$ cat config.mk
export PLATFORM = sky130hd
export DESIGN_NAME = perm_pair_cycle_type_check
export DESIGN_NICKNAME = d
export VERILOG_FILES = /design/src/rtl/core/ppct_pkg.sv /design/src/rtl/core/perm_pair_cycle_type_check.sv /design/src/rtl/core/ppct_front.sv /design/src/rtl/core/ppct_step.sv /design/src/rtl/core/ppct_count.sv /design/src/rtl/core/ppct_match.sv
export SDC_FILE = /design/constraint.sdc
export NUM_CORES = 2
export LEC_CHECK = 0
export ABC_CLOCK_PERIOD_IN_PS = 13520
export BUFFER_PORTS_ARGS = -buffer_cell sky130_fd_sc_hd__buf_2
export CORE_ASPECT_RATIO = 0.5
export CORE_MARGIN = 1.5
export CORE_UTILIZATION = 45
export DETAILED_ROUTE_END_ITERATION = 10
export SYNTH_ARGS = -nofsm -noshare
export SYNTH_HDL_FRONTEND = slang
export SYNTH_SLANG_ARGS = --single-unit
$ cat constraint.sdc
create_clock -name clk_i -period 13.52 [get_ports clk_i]
set_input_delay 1.352 -clock clk_i [delete_from_list [all_inputs] [get_ports clk_i]]
set_output_delay 1.352 -clock clk_i [all_outputs]
set_load 0.01 [all_outputs]
$ cat src/rtl/core/ppct_pkg.sv
package ppct_pkg;

  localparam int unsigned PERM_W    = 40;
  localparam int unsigned CODE_W    = 41;
  localparam int unsigned NIB_W     = 4;
  localparam int unsigned NIBBLES   = PERM_W / NIB_W;
  localparam int unsigned PALETTE_N = 4;
  localparam int unsigned CFG_IDX_W = 2;

  // configuration register indexes
  localparam logic [CFG_IDX_W-1:0] CFG_PALETTE_0 = 2'd0;
  localparam logic [CFG_IDX_W-1:0] CFG_PALETTE_1 = 2'd1;
  localparam logic [CFG_IDX_W-1:0] CFG_PALETTE_2 = 2'd2;
  localparam logic [CFG_IDX_W-1:0] CFG_PALETTE_3 = 2'd3;

  typedef logic [CODE_W-1:0] code_t;

  typedef struct packed {
    logic [PERM_W-1:0] left_perm;
    logic [PERM_W-1:0] right_perm;
  } in_word_t;

  typedef struct packed {
    code_t          cycle_code;
    logic           palette_hit;
    logic [1:0]     hit_index;
    logic           bad_perm;
  } out_word_t;

endpackage

$ cat src/rtl/core/perm_pair_cycle_type_check.sv
// channel  | direction | handshake               | payload
// in       | input     | in_valid_i / in_stall_o   | in_word_i  (left_perm, right_perm)
// out      | output    | out_valid_o / out_stall_i | out_word_o (cycle_code, palette_hit,
//          |           |                         |             hit_index, bad_perm)
// cfg      | input     | cfg_we_i                | cfg_idx_i, cfg_data_i
//
// one word in and one word out per cycle when nothing stalls
// registers in order: front check and inversion, one orbit hop per
// walk stage for POINTS stages, cycle counting, palette compare into the output
// register
// rst_ni clears every stage valid bit and the palette registers asynchronously
// each stage holds its word while the next one is full and cannot move, so
// bubbles collapse and the input keeps taking words while a result waits
module perm_pair_cycle_type_check #(
  parameter int unsigned POINTS = 10
) (
  input  logic                                clk_i,
  input  logic                                rst_ni,
  input  logic                                in_valid_i,
  output logic                                in_stall_o,
  input  ppct_pkg::in_word_t                  in_word_i,
  output logic                                out_valid_o,
  input  logic                                out_stall_i,
  output ppct_pkg::out_word_t                 out_word_o,
  input  logic                                cfg_we_i,
  input  logic [ppct_pkg::CFG_IDX_W-1:0]      cfg_idx_i,
  input  logic [ppct_pkg::CODE_W-1:0]         cfg_data_i
);

  localparam int unsigned IDXW = $clog2(POINTS);
  localparam int unsigned LENW = $clog2(POINTS + 1);

  // palette registers
  logic [ppct_pkg::PALETTE_N-1:0][ppct_pkg::CODE_W-1:0] palette_q;

  always_ff @(posedge clk_i or negedge rst_ni) begin
    if (!rst_ni) begin
      palette_q <= '0;
    end else if (cfg_we_i) begin
      case (cfg_idx_i)
        ppct_pkg::CFG_PALETTE_0: palette_q[0] <= cfg_data_i;
        ppct_pkg::CFG_PALETTE_1: palette_q[1] <= cfg_data_i;
        ppct_pkg::CFG_PALETTE_2: palette_q[2] <= cfg_data_i;
        ppct_pkg::CFG_PALETTE_3: palette_q[3] <= cfg_data_i;
        default: ;
      endcase
    end
  end

  // walk pipeline: stage 0 is the front, stage k has taken k hops
  logic [POINTS:0]                    walk_vld_q;
  logic [POINTS:0]                    walk_rdy;
  logic [POINTS-1:0][IDXW-1:0]        rel_q  [POINTS+1];
  logic [POINTS-1:0][IDXW-1:0]        cur_q  [POINTS+1];
  logic [POINTS-1:0][LENW-1:0]        len_q  [POINTS+1];
  logic [POINTS-1:0]                  lead_q [POINTS+1];
  logic [POINTS:0]                    bad_q;

  logic                               cnt_vld_q;
  logic                               cnt_rdy;
  ppct_pkg::code_t                    code_q;
  logic                               cnt_bad_q;

  logic                               out_vld_q;
  logic                               out_rdy;
  ppct_pkg::out_word_t                out_word_q;

  // ready chain from the output back to the input
  assign out_rdy = !out_vld_q || !out_stall_i;
  assign cnt_rdy = !cnt_vld_q || out_rdy;
  assign walk_rdy[POINTS] = !walk_vld_q[POINTS] || cnt_rdy;
  for (genvar k = 0; k < POINTS; k++) begin : g_rdy
    assign walk_rdy[k] = !walk_vld_q[k] || walk_rdy[k+1];
  end
  assign in_stall_o = !walk_rdy[0];

  // front: bijection check, inverse and relative permutation
  logic [POINTS-1:0][IDXW-1:0] front_rel;
  logic                        front_bad;
  logic [POINTS-1:0][IDXW-1:0] lane_home;

  ppct_front #(.POINTS(POINTS)) u_front (
    .word_i (in_word_i),
    .rel_o  (front_rel),
    .bad_o  (front_bad)
  );

  // each lane starts at its own point
  always_comb begin
    for (int p = 0; p < POINTS; p++) lane_home[p] = IDXW'(p);
  end

  always_ff @(posedge clk_i or negedge rst_ni) begin
    if (!rst_ni) begin
      walk_vld_q[0] <= 1'b0;
    end else if (walk_rdy[0]) begin
      walk_vld_q[0] <= in_valid_i;
    end
  end

  always_ff @(posedge clk_i) begin
    if (walk_rdy[0] && in_valid_i) begin
      rel_q[0]  <= front_rel;
      cur_q[0]  <= lane_home;
      len_q[0]  <= '0;
      lead_q[0] <= '1;
      bad_q[0]  <= front_bad;
    end
  end

  // walk stages: every lane hops once per stage
  for (genvar k = 1; k <= POINTS; k++) begin : g_walk
    logic [POINTS-1:0][IDXW-1:0] cur_d;
    logic [POINTS-1:0][LENW-1:0] len_d;
    logic [POINTS-1:0]           lead_d;

    ppct_step #(.POINTS(POINTS), .STEP(k)) u_step (
      .rel_i  (rel_q[k-1]),
      .cur_i  (cur_q[k-1]),
      .len_i  (len_q[k-1]),
      .lead_i (lead_q[k-1]),
      .cur_o  (cur_d),
      .len_o  (len_d),
      .lead_o (lead_d)
    );

    always_ff @(posedge clk_i or negedge rst_ni) begin
      if (!rst_ni) begin
        walk_vld_q[k] <= 1'b0;
      end else if (walk_rdy[k]) begin
        walk_vld_q[k] <= walk_vld_q[k-1];
      end
    end

    always_ff @(posedge clk_i) begin
      if (walk_rdy[k] && walk_vld_q[k-1]) begin
        rel_q[k]  <= rel_q[k-1];
        cur_q[k]  <= cur_d;
        len_q[k]  <= len_d;
        lead_q[k] <= lead_d;
        bad_q[k]  <= bad_q[k-1];
      end
    end
  end

  // merge: leaders report their cycle lengths, counted per length
  ppct_pkg::code_t code_d;

  ppct_count #(.POINTS(POINTS)) u_count (
    .len_i  (len_q[POINTS]),
    .lead_i (lead_q[POINTS]),
    .bad_i  (bad_q[POINTS]),
    .code_o (code_d)
  );

  always_ff @(posedge clk_i or negedge rst_ni) begin
    if (!rst_ni) begin
      cnt_vld_q <= 1'b0;
    end else if (cnt_rdy) begin
      cnt_vld_q <= walk_vld_q[POINTS];
    end
  end

  always_ff @(posedge clk_i) begin
    if (cnt_rdy && walk_vld_q[POINTS]) begin
      code_q    <= code_d;
      cnt_bad_q <= bad_q[POINTS];
    end
  end

  // palette compare into the output register
  logic       hit_d;
  logic [1:0] idx_d;

  ppct_match u_match (
    .code_i    (code_q),
    .bad_i     (cnt_bad_q),
    .palette_i (palette_q),
    .hit_o     (hit_d),
    .idx_o     (idx_d)
  );

  always_ff @(posedge clk_i or negedge rst_ni) begin
    if (!rst_ni) begin
      out_vld_q <= 1'b0;
    end else if (out_rdy) begin
      out_vld_q <= cnt_vld_q;
    end
  end

  always_ff @(posedge clk_i) begin
    if (out_rdy && cnt_vld_q) begin
      out_word_q.cycle_code  <= code_q;
      out_word_q.palette_hit <= hit_d;
      out_word_q.hit_index   <= idx_d;
      out_word_q.bad_perm    <= cnt_bad_q;
    end
  end

  assign out_valid_o = out_vld_q;
  assign out_word_o  = out_word_q;

endmodule

$ cat src/rtl/core/ppct_front.sv
module ppct_front #(
  parameter int unsigned POINTS = 10,
  parameter int unsigned IDXW   = $clog2(POINTS)
) (
  input  ppct_pkg::in_word_t          word_i,
  output logic [POINTS-1:0][IDXW-1:0] rel_o,
  output logic                        bad_o
);

  logic [POINTS-1:0][ppct_pkg::NIB_W-1:0] lnib;
  logic [POINTS-1:0][ppct_pkg::NIB_W-1:0] rnib;
  logic [POINTS-1:0][POINTS-1:0]          lhit;
  logic [POINTS-1:0][POINTS-1:0]          rhit;
  logic [POINTS-1:0]                      lcov;
  logic [POINTS-1:0]                      rcov;
  logic [POINTS-1:0][IDXW-1:0]            inv;

  // nibbles past the end of the word read as zero
  for (genvar p = 0; p < POINTS; p++) begin : g_nib
    if (p < ppct_pkg::NIBBLES) begin : g_in
      assign lnib[p] = word_i.left_perm[ppct_pkg::NIB_W*p +: ppct_pkg::NIB_W];
      assign rnib[p] = word_i.right_perm[ppct_pkg::NIB_W*p +: ppct_pkg::NIB_W];
    end else begin : g_pad
      assign lnib[p] = '0;
      assign rnib[p] = '0;
    end
  end

  // one-hot decode of every image; full coverage means a bijection
  always_comb begin
    lcov = '0;
    rcov = '0;
    for (int p = 0; p < POINTS; p++) begin
      for (int q = 0; q < POINTS; q++) begin
        lhit[p][q] = (lnib[p] == ppct_pkg::NIB_W'(q));
        rhit[p][q] = (rnib[p] == ppct_pkg::NIB_W'(q));
      end
      lcov = lcov | lhit[p];
      rcov = rcov | rhit[p];
    end
  end

  assign bad_o = ~(&lcov) | ~(&rcov);

  // inverse of left, then rel[q] = right[inv_left[q]]
  always_comb begin
    for (int q = 0; q < POINTS; q++) begin
      inv[q] = '0;
      for (int p = 0; p < POINTS; p++) begin
        if (lhit[p][q]) inv[q] = inv[q] | IDXW'(p);
      end
    end
    for (int q = 0; q < POINTS; q++) begin
      rel_o[q] = '0;
      for (int p = 0; p < POINTS; p++) begin
        if (!bad_o && inv[q] == IDXW'(p)) rel_o[q] = rel_o[q] | IDXW'(rnib[p]);
      end
    end
  end

endmodule

$ cat src/rtl/core/ppct_step.sv
module ppct_step #(
  parameter int unsigned POINTS = 10,
  parameter int unsigned STEP   = 1,
  parameter int unsigned IDXW   = $clog2(POINTS),
  parameter int unsigned LENW   = $clog2(POINTS + 1)
) (
  input  logic [POINTS-1:0][IDXW-1:0] rel_i,
  input  logic [POINTS-1:0][IDXW-1:0] cur_i,
  input  logic [POINTS-1:0][LENW-1:0] len_i,
  input  logic [POINTS-1:0]           lead_i,
  output logic [POINTS-1:0][IDXW-1:0] cur_o,
  output logic [POINTS-1:0][LENW-1:0] len_o,
  output logic [POINTS-1:0]           lead_o
);

  // every lane follows its own orbit one hop; a lane stays leader only
  // while no smaller point shows up before it returns home
  always_comb begin
    for (int p = 0; p < POINTS; p++) begin
      cur_o[p]  = rel_i[cur_i[p]];
      len_o[p]  = len_i[p];
      lead_o[p] = lead_i[p];
      if (len_i[p] == '0) begin
        if (cur_o[p] == IDXW'(p)) begin
          len_o[p] = LENW'(STEP);
        end else if (cur_o[p] < IDXW'(p)) begin
          lead_o[p] = 1'b0;
        end
      end
    end
  end

endmodule

$ cat src/rtl/core/ppct_count.sv
module ppct_count #(
  parameter int unsigned POINTS = 10,
  parameter int unsigned LENW   = $clog2(POINTS + 1)
) (
  input  logic [POINTS-1:0][LENW-1:0] len_i,
  input  logic [POINTS-1:0]           lead_i,
  input  logic                        bad_i,
  output ppct_pkg::code_t             code_o
);

  localparam int unsigned TW = (4 * (POINTS + 1) > ppct_pkg::CODE_W) ?
                               4 * (POINTS + 1) : ppct_pkg::CODE_W;

  logic [TW-1:0] tmp;
  logic [3:0]    cnt;

  // nibble L of the code is the number of cycles of length L
  always_comb begin
    tmp = '0;
    for (int l = 1; l <= POINTS; l++) begin
      cnt = '0;
      for (int p = 0; p < POINTS; p++) begin
        cnt = cnt + 4'(lead_i[p] && (len_i[p] == LENW'(l)));
      end
      tmp[4*l +: 4] = cnt;
    end
    code_o = bad_i ? '0 : tmp[ppct_pkg::CODE_W-1:0];
  end

endmodule

$ cat src/rtl/core/ppct_match.sv
module ppct_match (
  input  ppct_pkg::code_t                             code_i,
  input  logic                                        bad_i,
  input  logic [ppct_pkg::PALETTE_N-1:0][ppct_pkg::CODE_W-1:0] palette_i,
  output logic                                        hit_o,
  output logic [1:0]                                  idx_o
);

  // lowest matching entry wins
  always_comb begin
    hit_o = 1'b0;
    idx_o = '0;
    for (int k = ppct_pkg::PALETTE_N - 1; k >= 0; k--) begin
      if (!bad_i && palette_i[k] == code_i) begin
        hit_o = 1'b1;
        idx_o = 2'(k);
      end
    end
  end

endmodule

==> impl_results.md <==
* Status: finished, final reports clean
* Core ar. at 190000 µm²
* Final period demand of the worst path at about 4.2 ns
* Routed met3 length at between 30000 and 40000 µm
* Vias/cell at slightly below 7
* Cell depth of the worst flop-to-flop path at 12
* Clk pwr share at 25.1%
* Avg WL per Cell at 32.4 µm
* DP Area at about 88000 µm²
* Largest net degree at the start of global routing at 109
* Global route overflow at 0
* Final HPWL DP at 206000 µm
* IO Pins at approximately 180
* DR iter-0 viols at 7923
* Layout cells sized above 1 at between 20 and 25%
* Hold Crit Start: bad_q[4]$_DFFE_PP_
* Die area at ~200000 µm²
* Final #Nets at approximately 6700
* DR top layer: met5
* Int Power at 0.00985 W
* Worst r2r src: len_q[10][7]$_DFFE_PP_
* Critical path depth in cells at 12
* WL met1 at 120000 µm
* Hold Slack at 0.407 ns
* RSZ-0062 raised after global routing: false
* Hold Path Depth at 0
* Fillers at around 16000
* Crit. End Element: flop
* Top_reg_cell synth: edfxtp_1
* Number of global-route vias before repair at 60100
* Most common cell on crit path: fa_1
* Syn Std Cell Area at just under 90000 µm²
* Met2 wire length at 131000 µm
* Clock-pin slew on the worst setup and hold paths at 0.06 ns
* Top Family by Delay on Critical Path: adder cells
* Clk buf depth at 4
* Initial antenna violation count at 8
* Commonest cells in the netlist: edfxtp_1, mux4_2, mux2i_1
* Cells after Synth at 6704
* Max-Cap Viols at 0
* Switching Power at 0.00539 W
* Hold Fails Final Rpt at 0
* Global-route wire length before repair at between 400000 and 500000 µm
* Initial core utilization at 45.4%
* Setup TNS Final at 0 ns
* Root Buffer: clkbuf_16
* Detailed Routing Iterations Pass 1 at 6
* CP startpoint kind: flop
* Worst EP required at between 10 and 15 ns
* CTS H-tree depth at 4
* Top-count cell post-synth: edfxtp_1
* Register share of total power at 48.3%
* Gate power share at a little over a quarter
* CP max stage delay at 0.52 ns
* Setup Buffers After CTS at 0
* Crit share post-route at 31.3%
* Setup slack, reg-to-reg at 9.28 ns
* Number of port buffers at 170
* Post-route DRC at 0
* Clock Sinks at 1367
* Sw frac at 35.4%
* Clock latency on the worst-skew pair at just over 0.8 ns
* Setup WS post-layout at 9.28 ns
* Buf/Inv on CP at 2
* CP startpoint: len_q[10][7]$_DFFE_PP_
* CTS tree: done
* Sequential share of the synthesized area at 46.4%
* CP arrival at 4.78 ns
* Setup Crit Path Kind: flop to flop
* Syn_area_per_cell at 12.9 µm²
* Final WL at ~300000 µm
* Synth Warn # at 0
* Maximum clock frequency at ~0.24 GHz
* Synth cell types at 92
* VDD IR max at about 100 µV
* P_leak at 33.5 nW
* Final slew viol count at 0
* Slowest cell on the critical path: or3b_2
* Hold Buf Count CTS at 0
* Post-synth top area cell: edfxtp_1
* Worst Tran Pin Value at 1.34 ns
* Area delta synth->final at 7.27%
* Die Wd at 623 µm
* Clock skew at 0.0557 ns
* # setup viols final at 0
* HP Class: flop to flop
* Crit-path cells: or3b_2 -> nor2_1 -> ha_1 -> inv_1 -> fa_1 -> fa_1 -> fa_1 -> inv_1 -> fa_1 -> fa_1 -> xnor2_1 -> nor2_1
* Die H at 313 µm
* Synth top area cells: edfxtp_1, mux4_2, mux2i_1
* Antenna-violating nets left at 0
* DP Worst Slack at ~8.7 ns
* Ant diodes at 0
* Yosys reg bits at 1367
* Gr usage total at 29.6%
* Vias post-DR at 61600
* CTS Buf Count at 142
* Final Instance Area at 92800 µm²
* Post-CTS resize count at 0
* Critical Path Fanout Max at 3
* Cell row count at 113
* Cell area power density at 164 nW/µm²
* Top-area cell type share of the netlist area at 41.3%
* Crit Reg-Reg Endpoint: code_q[14]$_SDFFCE_PP0P_
* Relative slew slack at about 9.9%
* Post-synth EDFFs at between 1000 and 1500
* Gpl congestion at ~0.93
* Post-synthesis async set-or-reset flop share at approximately 13%
* Hold endpoint: bad_q[5]$_DFFE_PP_
-- metrics by stage --
| stage | util [%] | power, W | instances |
|---|---|---|---|
| floorplan | - | 0.00982 | 6707 |
| global placement | 46.4 | 0.0113 | 8824 |
| detailed placement | 46.4 | 0.0114 | 8824 |
| CTS | 48.7 | 0.0152 | 9064 |
| global route | 48.7 | 0.0159 | 9064 |
| finish | 48.7 | 0.0152 | 9064 |
-- routing by layer --
layer	vias to the layer above	track usage [%]
met1	31200	41.7
met5	-	0
li1	25700	-
met3	763	6.30
met4	8	10.7
met2	3956	45.4
-- cells by family after synthesis --
kind of cell,share of synthesized area (%)
AOI/OAI and AO/OA,6.96
xor gates and xnor gates,1.68
adders and majority gates,1.90
buffers and inverters,4.00
DFF,46.4
muxes,27.8
other,0.00434
and+or+nand+nor,11.2
-- layout by cell type, fill, tap and decap left out, types with 51 or more instances in the layout --
master     instances
edfxtp_1        1190
mux4_2           668
mux2i_1          609
nor2_1           428
nand2_1          282
mux2_2           259
inv_1            221
o21ai_0          209
a21oi_1          184
dfrtp_1          177
buf_2            169
xor2_1           146
clkbuf_16        144
o22ai_1          137
nand3b_1         126
nand2b_1         108
nor4_1           108
nor3_1            93
nand3_1           88
or2_2             88
nor2b_1           72
nor4b_1           59
a221oi_1          56
fa_1              54
a211oi_1          51
a31oi_1           51
buf_4             51
-- worst max-delay path by stage --
stage	slack (ns)	to
floorplan	5.56	bad_q[8]$_DFFE_PP_
global placement	8.74	rel_q[0][5]$_DFFE_PP_
detailed placement	8.67	rel_q[0][5]$_DFFE_PP_
CTS	9.30	code_q[14]$_SDFFCE_PP0P_
global route	9.14	code_q[14]$_SDFFCE_PP0P_
finish	9.28	code_q[14]$_SDFFCE_PP0P_
-- cell type report --
class                   count  area, µm²  area share, %
clock buffers             163       3680           3.97
repair buffers            221       1240           1.34
flip-flops and latches   1367      40200           43.3
multi-input cells        4472      43000           46.3
inverters                 234        878          0.947
clock inverters            77        673          0.725
well taps                2530       3170           3.41
-- registers in the layout, summed over array words and instances, names as in the netlist --
signal,cells
len_q,290
cur_q,360
bad_q,11
palette_q,164
walk_vld_q,11
out_word_o,41
cnt_vld_q,1
out_valid_o,1
rel_q,360
code_q,37
lead_q,90
cnt_bad_q,1
-- power groups by stage --
stage	sequential, W	clock [W]	combinational (W)
final	0.00736	0.00383	0.00405
after detailed placement	0.00740	0	0.00400
after floorplan	0.00628	0	0.00354
after CTS	0.00732	0.00389	0.00401
after global placement	0.00735	0	0.00393
after global routing	0.00747	0.00406	0.00433
No activity file was read; power rests on OpenSTA's default activity.
